[config.mk]
export PLATFORM = sky130hd
export DESIGN_NAME = cau_front
export DESIGN_NICKNAME = d
export VERILOG_FILES = /design/src/rtl/core/cau_pkg.sv /design/src/rtl/core/cau_front.sv
export SDC_FILE = /design/constraint.sdc
export NUM_CORES = 1
export LEC_CHECK = 0
export BUFFER_PORTS_ARGS = -buffer_cell sky130_fd_sc_hd__buf_2
export CAP_MARGIN = 40
export CORE_AREA = 2 2 129 131
export CTS_CLUSTER_SIZE = 10
export DETAILED_ROUTE_END_ITERATION = 8
export DIE_AREA = 0 0 131 133
export GPL_ROUTABILITY_DRIVEN = 0
export SLEW_MARGIN = 0
export SYNTH_ARGS = -nofsm -noshare
export SYNTH_HDL_FRONTEND = slang
export SYNTH_SLANG_ARGS = --single-unit
[constraint.sdc]
create_clock -name clk -period 6.85 [get_ports clk]
set_input_delay 1.37 -clock clk [delete_from_list [all_inputs] [get_ports clk]]
set_output_delay 1.37 -clock clk [all_outputs]
set_load 0.05 [all_outputs]
[src/rtl/core/cau_pkg.sv]
// ----------------------------------------------------------------------------
// Complex arithmetic unit: shared definitions
// Word format, operation and status codes, and the classified item type
// passed from the front end through the queue to the back end.
// ----------------------------------------------------------------------------
package cau_pkg;

  localparam int WORD_BITS   = 32;
  localparam int FRAC_BITS   = 16;
  localparam int OP_W        = 3;
  localparam int ST_W        = 2;
  localparam int QUEUE_DEPTH = 4;

  localparam logic [OP_W-1:0] OP_ADD  = 3'd0;
  localparam logic [OP_W-1:0] OP_MUL  = 3'd1;
  localparam logic [OP_W-1:0] OP_CONJ = 3'd2;
  localparam logic [OP_W-1:0] OP_DIVR = 3'd3;
  localparam logic [OP_W-1:0] OP_DIVC = 3'd4;

  localparam logic [ST_W-1:0] ST_OK  = 2'd0;
  localparam logic [ST_W-1:0] ST_DZ  = 2'd1;
  localparam logic [ST_W-1:0] ST_SAT = 2'd2;

  typedef enum logic [2:0] {
    KIND_ADD,
    KIND_MUL,
    KIND_CONJ,
    KIND_DIVR,
    KIND_DIVC,
    KIND_NONE
  } kind_t;

  typedef struct packed {
    kind_t                        kind;
    logic                         dz;
    logic signed [WORD_BITS-1:0]  a_re;
    logic signed [WORD_BITS-1:0]  a_im;
    logic signed [WORD_BITS-1:0]  b_re;
    logic signed [WORD_BITS-1:0]  b_im;
    logic signed [WORD_BITS-1:0]  divisor;
  } item_t;

endpackage

[src/rtl/core/cau_front.sv]
// ----------------------------------------------------------------------------
// Complex arithmetic unit: front end
// Takes request transfers, decodes the operation and flags division by zero,
// and holds the classified item until the queue takes it.
// ----------------------------------------------------------------------------
module cau_front (
  input  logic                                 clk,
  input  logic                                 rst,
  input  logic                                 req_valid,
  output logic                                 req_ready,
  input  logic [cau_pkg::OP_W-1:0]             operation,
  input  logic signed [cau_pkg::WORD_BITS-1:0] a_re,
  input  logic signed [cau_pkg::WORD_BITS-1:0] a_im,
  input  logic signed [cau_pkg::WORD_BITS-1:0] b_re,
  input  logic signed [cau_pkg::WORD_BITS-1:0] b_im,
  input  logic signed [cau_pkg::WORD_BITS-1:0] divisor,
  output logic                                 push_valid,
  input  logic                                 push_ready,
  output cau_pkg::item_t                       push_item
);
  import cau_pkg::*;

  logic  valid;
  item_t item;
  kind_t kind;
  logic  dz;

  always_comb begin
    case (operation)
      OP_ADD:  kind = KIND_ADD;
      OP_MUL:  kind = KIND_MUL;
      OP_CONJ: kind = KIND_CONJ;
      OP_DIVR: kind = KIND_DIVR;
      OP_DIVC: kind = KIND_DIVC;
      default: kind = KIND_NONE;
    endcase
  end

  assign dz = ((kind == KIND_DIVR) && (divisor == '0)) ||
              ((kind == KIND_DIVC) && (b_re == '0) && (b_im == '0));

  assign req_ready  = !valid || push_ready;
  assign push_valid = valid;
  assign push_item  = item;

  always_ff @(posedge clk) begin
    if (rst) begin
      valid <= 1'b0;
    end else if (req_ready) begin
      valid <= req_valid;
    end
  end

  always_ff @(posedge clk) begin
    if (req_valid && req_ready) begin
      item <= '{kind: kind, dz: dz, a_re: a_re, a_im: a_im,
                b_re: b_re, b_im: b_im, divisor: divisor};
    end
  end

endmodule

### Word-level counts from Yosys, hierarchy flattened

Cells that the tools add are included.

| storage, ports and cells | value |
|---|---|
| bits in latches | 0 |
| bits in writable memories | 0 |
| ROM bits | 0 |
| flip-flop bits (word level) | 165 |
| logic and storage cells | 26 |
| memories kept | 0 |

| operators by class | value |
|---|---|
| $mul | 0 |
| divide/modulo/power cells | 0 |
| $add $sub $neg | 0 |
| mux-type cells | 1 |
| magnitude comparators | 0 |
| shift operators | 0 |
| eq/ne operators | 6 |
| bitwise gates (word level) | 0 |
| reduce and logical (&&, ||, !) cells | 11 |

Operators with widths:

| operator | number |
|---|---|
| $logic_not 32->1 | 3 |
| $pmux 3 s5 | 1 |
| $eq 3x2->1 const B | 3 |
| $eq 3x3->1 const B | 2 |
| $logic_and 1x1->1 | 4 |
| $eq 3x1->1 const B | 1 |
| $logic_not 3->1 | 1 |
| $logic_or 1x1->1 | 2 |
| $logic_not 1->1 | 1 |

### Longest topological paths before layout

| logic depth | value |
|---|---|
| depth after elaboration | 6 |
| mapped depth | 4 |

### Worst setup path before layout

OpenSTA, ideal clock, no wires.

| path | value |
|---|---|
| kind | input port to flip-flop |
| from | input push_ready |
| to | register item (netlist bit push_item[0]), enable pin |
| path buffers | 0 |
| stages | 2 |
| slack | 654 ps |
| arrival | 5653 ps |
| required time | 6307 ps |
| setup time | 543 ps |
| cells stage by stage | nand2b_1 > and2_1 |

| between the ends | value |
|---|---|
| cells in the longest elaborated chain, start to end | 2 |

RTL lines:

| item | line | source |
|---|---|---|
| from (decl) | cau_front.sv:18 | `input logic push_ready,` |
| $logic_or 1x1->1 | cau_front.sv:42 | `assign req_ready = !valid \|\| push_ready;` |
| $logic_and 1x1->1 | cau_front.sv:55 | `if (req_valid && req_ready) begin` |
| to (signal assigned) | cau_front.sv:56 | `item <= '{kind: kind, dz: dz, a_re: a_re, a_im: a_im,` |
| to (decl) | cau_front.sv:24 | `item_t item;` |

No other way between the ends.
A chain may end at the register's enable or synchronous reset.

### Worst setup path in the final report

| path | value |
|---|---|
| from | input push_ready |
| to | output req_ready |

| between the ends | value |
|---|---|
| cells in the longest elaborated chain, start to end | 1 |

RTL lines:

| item | line | source |
|---|---|---|
| $logic_or 1x1->1 | cau_front.sv:42 |  |
| to (decl) | cau_front.sv:10 | `output logic req_ready,` |

No other way between the ends.

==> run metrics <==
Max Fclk 311 MHz; status finished clean; switching pwr 0.670 mW; hold_sp push_valid; Setup Fix Bufs, Post-CTS 0; Hold Slack roughly 530 ps; starting density of the core 32.3%; worst reg2reg endpoint push_item[144]; min Tclk post-route roughly 3200 ps; routed length per instance 16.6 µm; vias in the first global route ~3500; PostCTS Resize Cnt 0; Hold Fails Final Rpt 0; crit-path max FO 3; switch share 27.6%; Ys Warns 0; max_slew headroom around half; Initial DRC Count between 150 and 200; Synth top area share a little over nine tenths; CP startpoint kind input port; io pins approximately 330; Worst EP arrival ~1900 ps; Worst R2R Path Depth 3; clock sinks between 150 and 200; # hold bufs at CTS 0; clock root cell clkbuf_16; WP depth 3; antenna cells 0; Core ar. 16200 µm²; RSZ-0062 raised after global routing false; Clk pwr share a little over a third; Mapped Nets approximately 380; P_leak about 3.2 nW; Placed Area 7200 µm²; Pre-antenna DRT Iters 4; Post-Syn Instances between 200 and 250; worst hold path class reg2reg; combinational share of power approximately 14%; die footprint between 15000 and 20000 µm²; post-synthesis sequential element count approximately 170; Port Buf Inserts about 330; setup TNS 0 ps; # rows 47; Final Cycle Share between 40% and 50%; deepest clock path buffer count 2; Final Instance Area 7750 µm²; first-pass GRT wire length between 15 and 20 mm; initial antenna violation count 2; Fillers about 1400; Die Span Y about 130 µm; Critical path buffers and inverters 2; CP Data Required Time ~5500 ps; top post-synthesis cells by area edfxtp_1 (94%), nor4_1 (2.4%), dfxtp_1 (0.38%); residual DRC count 0; area growth from synthesis to layout 48.5%; R2R Setup Slk 4960 ps; CTS tree done; r2r startpoint push_valid; sequential fraction of design power 49.2%; Netlist cell types 19; commonest cells after routing, fill and taps aside buf_2 (332), edfxtp_1 (164), nor4_1 (20); post-DR vias/cell 4.26; CTS clock-pin slew for the worst setup and hold paths ~70 ps; worst-margin pin slew just under 800 ps; antenna viol nets, final 0; Overall Power between 2 and 2.5 mW; Worst path top cell family by delay buffers and inverters; Crit. End Element output port; max_cap viols 0; Clock Skews around 9 ps; P_int about 1.8 mW; slowest stage delay, CP around 280 ps; Final #Nets between 700 and 800; Clk Latency, worst-skew pair roughly 410 ps; Setup CP Type in2out; DRT Wirelength about 13 mm; Pwr per Cell Area between 300 and 400 nW/µm²; vias after detailed routing 3381; post-synthesis average cell area about 25 µm²; most frequent CP cell buf_2; leading area contributor after synthesis edfxtp_1; sequential area share after synthesis between 90 and 100%; WHS Path Cells 2; dpl hpwl just over 10 mm; crit-path cells buf_2, nand2b_1, buf_2; peak supply drop around 0.00019 V; Overflow after GRT 0; cts bufs inserted 17; slowest library cell on the worst path buf_2; max-slew violation count 0; H-tree Lvls 4; setup violators final 0; pin count of the biggest net entering global routing 65; Overall Global Routing Usage 14.7%; WHS Endpoint push_valid; layout cells sized above 1 approximately 64%; Mapped Area ~5200 µm²; Chip Width roughly 130 µm; leading cell type in the layout, fill and taps excluded buf_2
layer usage:
metal  vias up  GRT usage [%]  wire length, µm
li1       1587              -                -
met1      1572           16.3             4930
met2       200           24.2             6570
met3        20           6.71             1410
met4         2           6.03              278
met5         -              0               11
cell families after synthesis:
kind of cell	after synthesis	share of synthesized area, %
AOI/OAI and AO/OA	3	0.431
buffers and inverters	2	0.144
and+or+nand+nor	38	4.72
DFF	165	94.7
worst reg2reg max path, cell delays in order (launching register included):
cell and delay [ps]:
dfxtp_1 310, nand2b_1 110, and2_4 370, buf_4 670
cell type report:
type                            instances  area [µm²]  area share (%)
Sequential cell                       165        4940            63.8
Timing Repair Buffer                  335        1700            22.0
Clock buffer                           18         429            5.53
Tap cell                              220         275            3.55
Multi-Input combinational cell         41         272            3.50
Clock inverter                         14         126            1.63
Inverter                                1        3.75          0.0484
metrics by stage:
step / util (%) / std cells / setup WS (ps)
after floorplan: - / 208 / 654
after global placement: 44.3 / 761 / 3280
after detailed placement: 44.5 / 762 / 3640
after CTS: 48.0 / 794 / 3630
after global routing: 48.0 / 794 / 3620
final: 48.0 / 794 / 3630
power groups by stage:
stage,logic (mW),clock network [mW],registers [mW]
floorplan,0.0227,0,1.43
CTS,0.350,0.916,1.20
global placement,0.344,0,1.22
detailed placement,0.350,0,1.22
global route,0.362,0.962,1.20
finish,0.347,0.888,1.19
Yosys cell counts:
cell type  count
and4_1         1
nand2b_1       1
nand4_1        3
inv_1          1
clkbuf_1       1
nor3_1         4
a41o_1         1
and2_1         1
a21o_1         1
dfxtp_1        1
nand3_1        3
edfxtp_1     164
nor4b_2        1
nor4b_1        1
nor4_1        20
nor4_2         1
nor2b_1        1
nor2_1         1
a21oi_1        1
flip-flops by register name, summed over array words and instances, names as in the netlist:
| register | flops |
|---|---|
| push_item | 164 |
| push_valid | 1 |
worst max path at each step:
stage                from  slack (ps)             end
6_report       push_ready        3630       req_ready
5_1_grt        push_ready        3620       req_ready
4_1_cts        push_ready        3630       req_ready
3_5_place_dp   push_ready        3640       req_ready
3_3_place_gp   push_ready        3280  push_item[134]
2_1_floorplan  push_ready         650    push_item[0]
Power figures use the tool's default switching activity.
