==> config.mk <==
export PLATFORM = sky130hd
export DESIGN_NAME = cau_queue
export DESIGN_NICKNAME = d
export VERILOG_FILES = /design/src/rtl/core/cau_pkg.sv /design/src/rtl/core/cau_queue.sv
export SDC_FILE = /design/constraint.sdc
export NUM_CORES = 1
export LEC_CHECK = 0
export ABC_AREA = 1
export BUFFER_PORTS_ARGS = -buffer_cell sky130_fd_sc_hd__buf_4
export CORE_ASPECT_RATIO = 1.75
export CORE_MARGIN = 2
export CORE_UTILIZATION = 25
export CTS_CLUSTER_DIAMETER = 40
export DETAILED_ROUTE_END_ITERATION = 16
export PLACE_DENSITY = 0.53
export SYNTH_ARGS = -nofsm -noshare
export SYNTH_HDL_FRONTEND = slang
export SYNTH_SLANG_ARGS = --single-unit
export TNS_END_PERCENT = 10
==> constraint.sdc <==
create_clock -name clk -period 9.5 [get_ports clk]
set_input_delay 0.95 -clock clk [delete_from_list [all_inputs] [get_ports clk]]
set_output_delay 0.95 -clock clk [all_outputs]
set_load 0.02 [all_outputs]
==> src/rtl/core/cau_pkg.sv <==
// ----------------------------------------------------------------------------
// Complex arithmetic unit: shared definitions
// Word format, operation and status codes, and the classified item type
// passed from the front end through the queue to the back end.
// ----------------------------------------------------------------------------
package cau_pkg;

  localparam int WORD_BITS   = 32;
  localparam int FRAC_BITS   = 16;
  localparam int OP_W        = 3;
  localparam int ST_W        = 2;
  localparam int QUEUE_DEPTH = 4;

  localparam logic [OP_W-1:0] OP_ADD  = 3'd0;
  localparam logic [OP_W-1:0] OP_MUL  = 3'd1;
  localparam logic [OP_W-1:0] OP_CONJ = 3'd2;
  localparam logic [OP_W-1:0] OP_DIVR = 3'd3;
  localparam logic [OP_W-1:0] OP_DIVC = 3'd4;

  localparam logic [ST_W-1:0] ST_OK  = 2'd0;
  localparam logic [ST_W-1:0] ST_DZ  = 2'd1;
  localparam logic [ST_W-1:0] ST_SAT = 2'd2;

  typedef enum logic [2:0] {
    KIND_ADD,
    KIND_MUL,
    KIND_CONJ,
    KIND_DIVR,
    KIND_DIVC,
    KIND_NONE
  } kind_t;

  typedef struct packed {
    kind_t                        kind;
    logic                         dz;
    logic signed [WORD_BITS-1:0]  a_re;
    logic signed [WORD_BITS-1:0]  a_im;
    logic signed [WORD_BITS-1:0]  b_re;
    logic signed [WORD_BITS-1:0]  b_im;
    logic signed [WORD_BITS-1:0]  divisor;
  } item_t;

endpackage

==> src/rtl/core/cau_queue.sv <==
// ----------------------------------------------------------------------------
// Complex arithmetic unit: item queue
// Short FIFO between front and back end so that each side stalls on its own.
// ----------------------------------------------------------------------------
module cau_queue (
  input  logic           clk,
  input  logic           rst,
  input  logic           wr_valid,
  output logic           wr_ready,
  input  cau_pkg::item_t wr_item,
  output logic           rd_valid,
  input  logic           rd_ready,
  output cau_pkg::item_t rd_item
);
  import cau_pkg::*;

  localparam int PW = $clog2(QUEUE_DEPTH);

  item_t         entries [QUEUE_DEPTH];
  logic [PW-1:0] wr_ptr;
  logic [PW-1:0] rd_ptr;
  logic [PW:0]   count;
  logic          push;
  logic          pop;

  assign wr_ready = count != (PW+1)'(QUEUE_DEPTH);
  assign rd_valid = count != '0;
  assign rd_item  = entries[rd_ptr];
  assign push     = wr_valid && wr_ready;
  assign pop      = rd_valid && rd_ready;

  always_ff @(posedge clk) begin
    if (rst) begin
      wr_ptr <= '0;
      rd_ptr <= '0;
      count  <= '0;
    end else begin
      if (push) begin
        wr_ptr <= wr_ptr + 1'b1;
      end
      if (pop) begin
        rd_ptr <= rd_ptr + 1'b1;
      end
      if (push && !pop) begin
        count <= count + 1'b1;
      end else if (pop && !push) begin
        count <= count - 1'b1;
      end
    end
  end

  always_ff @(posedge clk) begin
    if (push) begin
      entries[wr_ptr] <= wr_item;
    end
  end

endmodule

=== After elaboration in Yosys (flattened, before gate mapping) ===
Memories as Yosys holds them, arrays and structs flattened. A register that Yosys moved wholly into a read port is not among the register bits.
Index checks and enable logic that the tools add are counted.

* Add/sub/neg operators: 4
* Equality and inequality tests: 1
* Multiplexer cells: 6
* Reduce and logical (&&, ||, !) cells: 8

{| class="wikitable"
|+ Operators with widths
! cell !! number
|-
| $mux W3 || 2
|-
| $add A2 B1 Y2 const B || 2
|-
| $logic_and A1 B1 Y1 || 4
|-
| $mux W2 || 2
|-
| $add A3 B1 Y3 const B || 1
|-
| $ne A3 B3 Y1 const B || 1
|-
| $reduce_bool A3 Y1 || 1
|-
| $sub A3 B1 Y3 const B || 1
|-
| $logic_not A1 Y1 || 2
|-
| $mux W1 || 2
|-
| $reduce_bool A2 Y1 || 1
|}

* Bits in registers: 7
* Memory bits (writable): 656
* Word-level logic and storage cells: 23
* Memories kept: 1

{| class="wikitable"
|+ Memory list
! name !! depth !! bits a word !! read ports !! clocked after Yosys merged registers in !! write ports !! line !! source
|-
| entries || 4 || 164 || 1 || 1 || 1 || cau_queue.sv:19 || <nowiki>item_t entries [QUEUE_DEPTH];</nowiki>
|}

=== Depth between registers and ports, before layout ===
Gate-level depths: netlist (run 1).

* Depth after elaboration: 6
* Gate-level depth with buffers: 13
* Depth with buffers taken out: 13

=== Worst setup path before layout (run 1) ===
OpenSTA, ideal clock, no wires.

* Path type: input to register
* Start point: input port wr_valid
* End point: memory entries[0][0] (netlist name), enable pin
* Setup time: 691 ps
* Arrival: 7875 ps
* Required time: 8809 ps
* Setup slack: 934 ps
* Stages: 2
* Path buffers: 0
* Path through: nand2_1 > nor2_1

* Word-level cells in the longest chain between the ends: 3

{| class="wikitable"
|+ RTL lines
! element !! line !! source
|-
| from (decl) || cau_queue.sv:8 || <nowiki>input logic wr_valid,</nowiki>
|-
| $logic_and A1 B1 Y1 || cau_queue.sv:29 || <nowiki>assign push = wr_valid && wr_ready;</nowiki>
|-
| $mux W1 || cau_queue.sv:53 || <nowiki>if (push) begin</nowiki>
|-
| $mux W1 (not written as such) || cau_queue.sv:54 || <nowiki>entries[wr_ptr] <= wr_item;</nowiki>
|-
| to (decl) || cau_queue.sv:19 ||
|}

No other way between the ends.

==> results of run 1 <==
==> layout make-up <==
type	count	area (µm²)	share of cell area [%]
tap	1309	1640	5.31
antenna	8	20.0	0.0649
clock inverter	48	445	1.44
sequential	665	19900	64.5
timing repair buffer	348	2680	8.67
clock buffer	84	1920	6.23
multi-input combinational	865	4180	13.5
inverter	16	77.6	0.252
==> registers in the layout (all words and copies together) (netlist names), named ones only <==
signal / flops
count: 3
entries: 656
rd_ptr: 2
wr_ptr: 2
==> worst max path at each step <==
| stage | to |
|---|---|
| 6_report | rd_item[82] |
| 5_1_grt | rd_item[77] |
| 4_1_cts | rd_item[77] |
| 3_5_place_dp | rd_item[77] |
| 3_3_place_gp | rd_item[155] |
| 2_1_floorplan | entries[0][0] |
==> worst register-to-register path, stage by stage (launching register included) <==
cell and delay [ns]:
dfxtp_1 0.39, nor2_1 0.09, nand2_1 0.14, nand2_1 0.27, nor2_4 0.20, buf_12 0.57
buf_4 0.81
==> synthesized netlist by cell type <==
cell	count	area, µm²
buf_2	47	235
nor2_1	342	1280
nand2_1	15	56.3
buf_4	7	52.6
o22ai_1	164	1030
a21oi_1	3	15.0
buf_6	3	33.8
o21ai_1	169	846
clkbuf_1	40	150
edfxtp_1	656	19700
ha_1	5	62.6
xor2_1	1	8.76
fa_1	1	20.0
clkbuf_2	11	55.1
inv_4	1	6.26
o21ai_0	160	801
inv_1	15	56.3
nand3_1	4	20.0
dfxtp_1	9	180
nand3b_1	1	7.51
==> where the power goes <==
part | internal, mW | total (mW) | switching, mW
sequential | 3.57 | 3.68 | 0.112
clock | 1.57 | 2.76 | 1.19
combinational | 0.780 | 2.35 | 1.57
==> metal layers <==
layer,vias to the layer above,part of all wire [%],wire [µm],track usage [%]
met5,-,0,0,0
met4,0,3.7,2370,6.26
met3,114,6.1,3930,3.39
met2,421,54,34600,23.3
met1,7645,37,23500,12.9
li1,6915,-,-,-
==> cells in the final DEF, fill, tap and decap left out, drive strengths merged, types with 4 or more instances in the layout <==
master    count
inv          29
o22ai       164
dfxtp         9
clkbuf       84
clkinv       27
nor2        342
o21ai       329
diode         8
ha            5
clkinvlp      5
buf         348
edfxtp      656
nand3         4
nand2        15
==> logic make-up (layout without fill, tap and decap cells) <==
family,count (synthesis),count (layout),share of synthesized area [%]
xor gates and xnor gates,1,1,0.0356
other,0,8,0
DFF,665,665,80.8
buffers and inverters,124,496,2.39
AOI/OAI and AO/OA,496,496,10.9
and+or+nand+nor,362,362,5.56
adders and majority gates,6,6,0.335
==> impl_metrics.ini, run 1 <==
[sta]
slew_headroom_pct = 27.4
post-route-period-util_pct = 50.0
clock_skew_ns = 0.0172
tns_ns = 0
layout_setup_ws_ns = 4.75
fmax_mhz = 211
rsz0062_at_grt = false
hold_viol_final = 0
hold_ws_ns = 0.500
setup_viol = 0
finalCriticalPeriod_ns = 4.75
worstMarginPinSlew_ns = 1.09
slew_viol_final = 0

[clocking]
insertion_delay_ns = 0.64
postCtsSetupBuffers = 0
cts_root_buf = clkbuf_16
cts_tree = yes
clk_pin_slew_ns = 0.06
cts_made_buffers = 74
cts_hold_buf = 0
cts_max_level = 3
clock-sinks = 665
post_cts_resized = 0
cts_buffer_depth = 3

[floorplan]
num_io_pins = 334
rows = 152
chipWidth_um = 241
dieHeight_um = 419
fp.dieArea_mm2 = 0.101
coreArea_mm2 = 0.0978
start_util_pct = 25.2

[setup_path]
rrSetupSlack_ns = 6.62
crit_fanout = 156
cp_num_cells = 5
cpLargestDelayFamily = buffers and inverters
path_cells = clkinv_8 > buf_4 > o21ai_1 > o22ai_1 > buf_4
crit_path_end_kind = primary output
critPathArrivalTime_ns = 3.80
r2r-start = count[0]
critPathMaxStageDelay_ns = 0.92
crit_slowest_cell = dfxtp_4
cp-start-kind = flop
cp.buffers_inverters = 3
reg2reg_to = entries[1][110]
worstPathRequired_ns = 8.55
ff2ff_path_depth = 6
crit_type = flop to primary output
worst_path_most_repeated_cell = buf_4

[yosys]
syn_area_mm2 = 0.0246
yosys_warnings = 0
ys_types = 20
ys_seq_area_share_pct = 80.8
avgSynthCellArea_um2 = 14.9
syn_nets = 1828
syn_inst = 1654
ys_ff_latch = 665

[layout]
num-nets-final = 2144
syn_to_final_growth_pct = 25.3
utilization_pct = 31.5
drive_gt1_share_pct = 23.1
stdcell_area_mm2 = 0.0308
fill_cells = 9769
instances_no_fill = 3343

[pwr]
powerDensity_mw_per_mm2 = 285
leakagePower_nw = 10.4
total_power_mw = 8.79
peakVddDrop_v = 0.000186

[detailed_routing]
first_pass_iters = 5
totalWireLength_um = 64400
route.detailed.drc = 0
wl_per_cell_um = 19.3
vias_per_cell = 4.52
dr.first_iter.drc_count = 761
antenna_left = 0
vias = 15100

[hold_path]
hold_path.class = flop to flop
hold_depth = 2
min_from = rd_ptr[1]

[grt]
grt_antenna_before_repair = 10
globalRouteOverflowTotal = 0
grt_max_degree = 157
grt_pass1_wl_um = 95900
grt_pass1_vias = 15600
grt_use_total_pct = 12.6

[place]
place_ws_ns = 5.32
place_inst = 3203
gp_congestion = 0.695
place_area_mm2 = 0.0285
portBuffers = 333
dp_hpwl_um = 35700

[job]
drv_cap = 0

[status]
status = finished, final reports clean
Power figures use the tool's default switching activity.
==> run 2: changes to the inputs <==
ABC_AREA = 0   (was 1)
PLACE_DENSITY = 0.55   (was 0.53)
clock period = 4.36 ns   (was 9.5 ns; I/O delays follow)
==> run 2 against run 1 <==
Against the previous run: first-iteration DRC count down 36%; clock power is 130% higher; non-clock buffer count up 168; final area rose by 5.2%; synthesized cell count shrank 45%; global-route usage shrank 1.5 points; worst hold slack lost 0.29 ns; flip-flop and latch count is the same; core utilization rose by 2.4 points; register-to-register slack lost 4.7 ns; wire length down 14%; combinational power increased by 120%.
==> impl_metrics.ini, run 2 <==
[place]
place_ws_ns = 1.79
gp_congestion = 0.698
dp_hpwl_um = 33000
portBuffers = 333

[pwr]
powerDensity_mw_per_mm2 = 604
leakagePower_nw = 10.8
peakVddDrop_v = 0.000567
total_power_mw = 19.6

[yosys]
synth_compound_area_share_pct = 0.156
synth_top_family_by_area = multiplexers
synth.area.top_cells = edfxtp_1 82%, mux4_2 15%, dfxtp_1 0.75%
synth.top_cell.area_share_pct = 81.7
synthAdderAreaFrac_pct = 0.342
muxShareOfSynthArea_pct = 15.4
synth_edf_count = 656
synthArstFlopShare_pct = 0
yosys_most_used_dff = edfxtp_1
yosys.area.top_type = edfxtp_1
synth_common_cells = 656 x edfxtp_1, 164 x mux4_2, 16 x buf_2
synth-simple-area-share_pct = 0.348
ys_ff_latch = 665
ys_seq_area_share_pct = 82.4
yosys_warnings = 0
synth_xor_area_share_pct = 0.145
avgSynthCellArea_um2 = 26.7
ys_types = 23
syn_nets = 1078
syn_inst = 904
synth_most_common_cell = edfxtp_1
syn_area_mm2 = 0.0241

[layout]
utilization_pct = 34.0
num-nets-final = 1637
drive_gt1_share_pct = 42.7
antenna_cells = 0
syn_to_final_growth_pct = 34.5
final_common_cell = edfxtp_1
largest_register = entries
layout_common_cells = 656 x edfxtp_1, 340 x buf_4, 165 x dlygate4sd3_1
fill_cells = 8899
reg.largest.list = entries: 656 flops, count: 3 flops
largest_reg_flops = 656

[grt]
globalRouteOverflowTotal = 0
grt_pass1_vias = 13200
grt_use_total_pct = 11.2
grtUsageMet2_pct = 20.2
grt.busiest_layer = met2
met1_usage_pct = 12.1
grt_max_degree = 87
grt_pass1_wl_um = 81800
globalRouteMet3Util_pct = 3.08
grt_antenna_before_repair = 7

[sta]
rsz0062_at_grt = false
slew_viol_final = 0
layout_setup_ws_ns = 1.20
hold_ws_ns = 0.213
clock_skew_ns = 0.0253
fmax_mhz = 317
tns_ns = 0
hold_viol_final = 0
post-route-period-util_pct = 72.4
finalCriticalPeriod_ns = 3.16
setup_viol = 0
worstMarginPinSlew_ns = 1.07
slew_headroom_pct = 28.7

[setup_path]
path_cells = buf_12 > mux4_2 > buf_4
cp-start-kind = flop
critPathMaxStageDelay_ns = 0.74
critPathArrivalTime_ns = 2.72
crit_path_end_kind = primary output
worstPathRequired_ns = 3.92
crit_slowest_cell = dfxtp_4
crit_fanout = 53
crit_type = flop to primary output

[clocking]
cts_root_buf = clkbuf_16
insertion_delay_ns = 0.65
cts_buffer_depth = 3
post_cts_resized = 0
cts_hold_buf = 165
cts_made_buffers = 78
postCtsSetupBuffers = 0
clk_pin_slew_ns = 0.05
clock-sinks = 665
cts_tree = yes
cts_max_level = 3

[floorplan]
start_util_pct = 25.2
num_io_pins = 334
rows = 150
fp.dieArea_mm2 = 0.0991
dieHeight_um = 415
chipWidth_um = 239
coreArea_mm2 = 0.0955

[detailed_routing]
vias = 11600
first_pass_iters = 4
route.detailed.drc = 0
totalWireLength_um = 55100
vias_per_cell = 4.22
antenna_left = 0
wl_per_cell_um = 20.1
dr.first_iter.drc_count = 490

[hold_path]
hold_path.class = input pin to flop

[status]
status = finished, final reports clean

[job]
drv_cap = 0
## run 2: cell types whose count changed after synthesis, sizes merged, moves of 14 or more
cell	delta
buf	-23
nor2	-334
o21ai	-328
mux4	+164
nand2	-14
o22ai	-164
clkbuf	-48
## run 2: area by class of cell
type / instances / area, µm² / area share, %
Clock buffer: 83 / 1990 / 6.14
Clock inverter: 60 / 636 / 1.96
Inverter: 3 / 11.3 / 0.0347
Multi-Input combinational cell: 199 / 3970 / 12.2
Sequential cell: 665 / 19900 / 61.3
Tap cell: 1216 / 1520 / 4.69
Timing Repair Buffer: 516 / 4420 / 13.6
## run 2: through the flow
stage | area [µm²] | cells
final | 32400 | 2742
after detailed placement | 28200 | 2434
after global placement | 28200 | 2434
after CTS | 32400 | 2742
after floorplan | 24100 | 904
after global routing | 32400 | 2742
## run 2: cell families (layout without fill, tap and decap cells)
| kind of cell | after synthesis | count (layout) |
|---|---|---|
| adders and majority gates | 6 | 6 |
| muxes | 167 | 167 |
| AOI/OAI and AO/OA | 5 | 5 |
| and+or+nand+nor | 17 | 17 |
| xor gates and xnor gates | 4 | 4 |
| DFF | 665 | 665 |
| buffers and inverters | 40 | 662 |
## run 2: routing by layer
metal / vias to the layer above / routed length [µm]
met5: - / 59
met1: 6089 / 20600
li1: 5054 / -
met2: 313 / 29300
met3: 92 / 3180
met4: 10 / 1830
## run 2: power by group
| part | internal, mW | leakage [nW] | total, mW | switching [mW] |
|---|---|---|---|---|
| clock network | 3.77 | 1.27 | 6.48 | 2.71 |
| registers | 7.76 | 6.09 | 7.98 | 0.217 |
| logic | 2.36 | 3.42 | 5.15 | 2.79 |
## run 2: worst paths after layout
check                           slack (ns)      start        endpoint  cells past startpoint
worst min register to register        0.53  rd_ptr[1]       rd_ptr[1]                      2
worst max-delay path                  1.20       flop     rd_item[36]                      3
worst max register to register        1.93   count[0]  entries[1][39]                      4
worst min-delay path                  0.21   rd_ready       rd_ptr[0]                      4
## run 2: worst max-delay path: cells and delay by family (launching register included)
kind	cells	cell delay [ns]
flip-flops	1	0.74
multiplexers	1	0.63
buffers and inverters	2	0.63
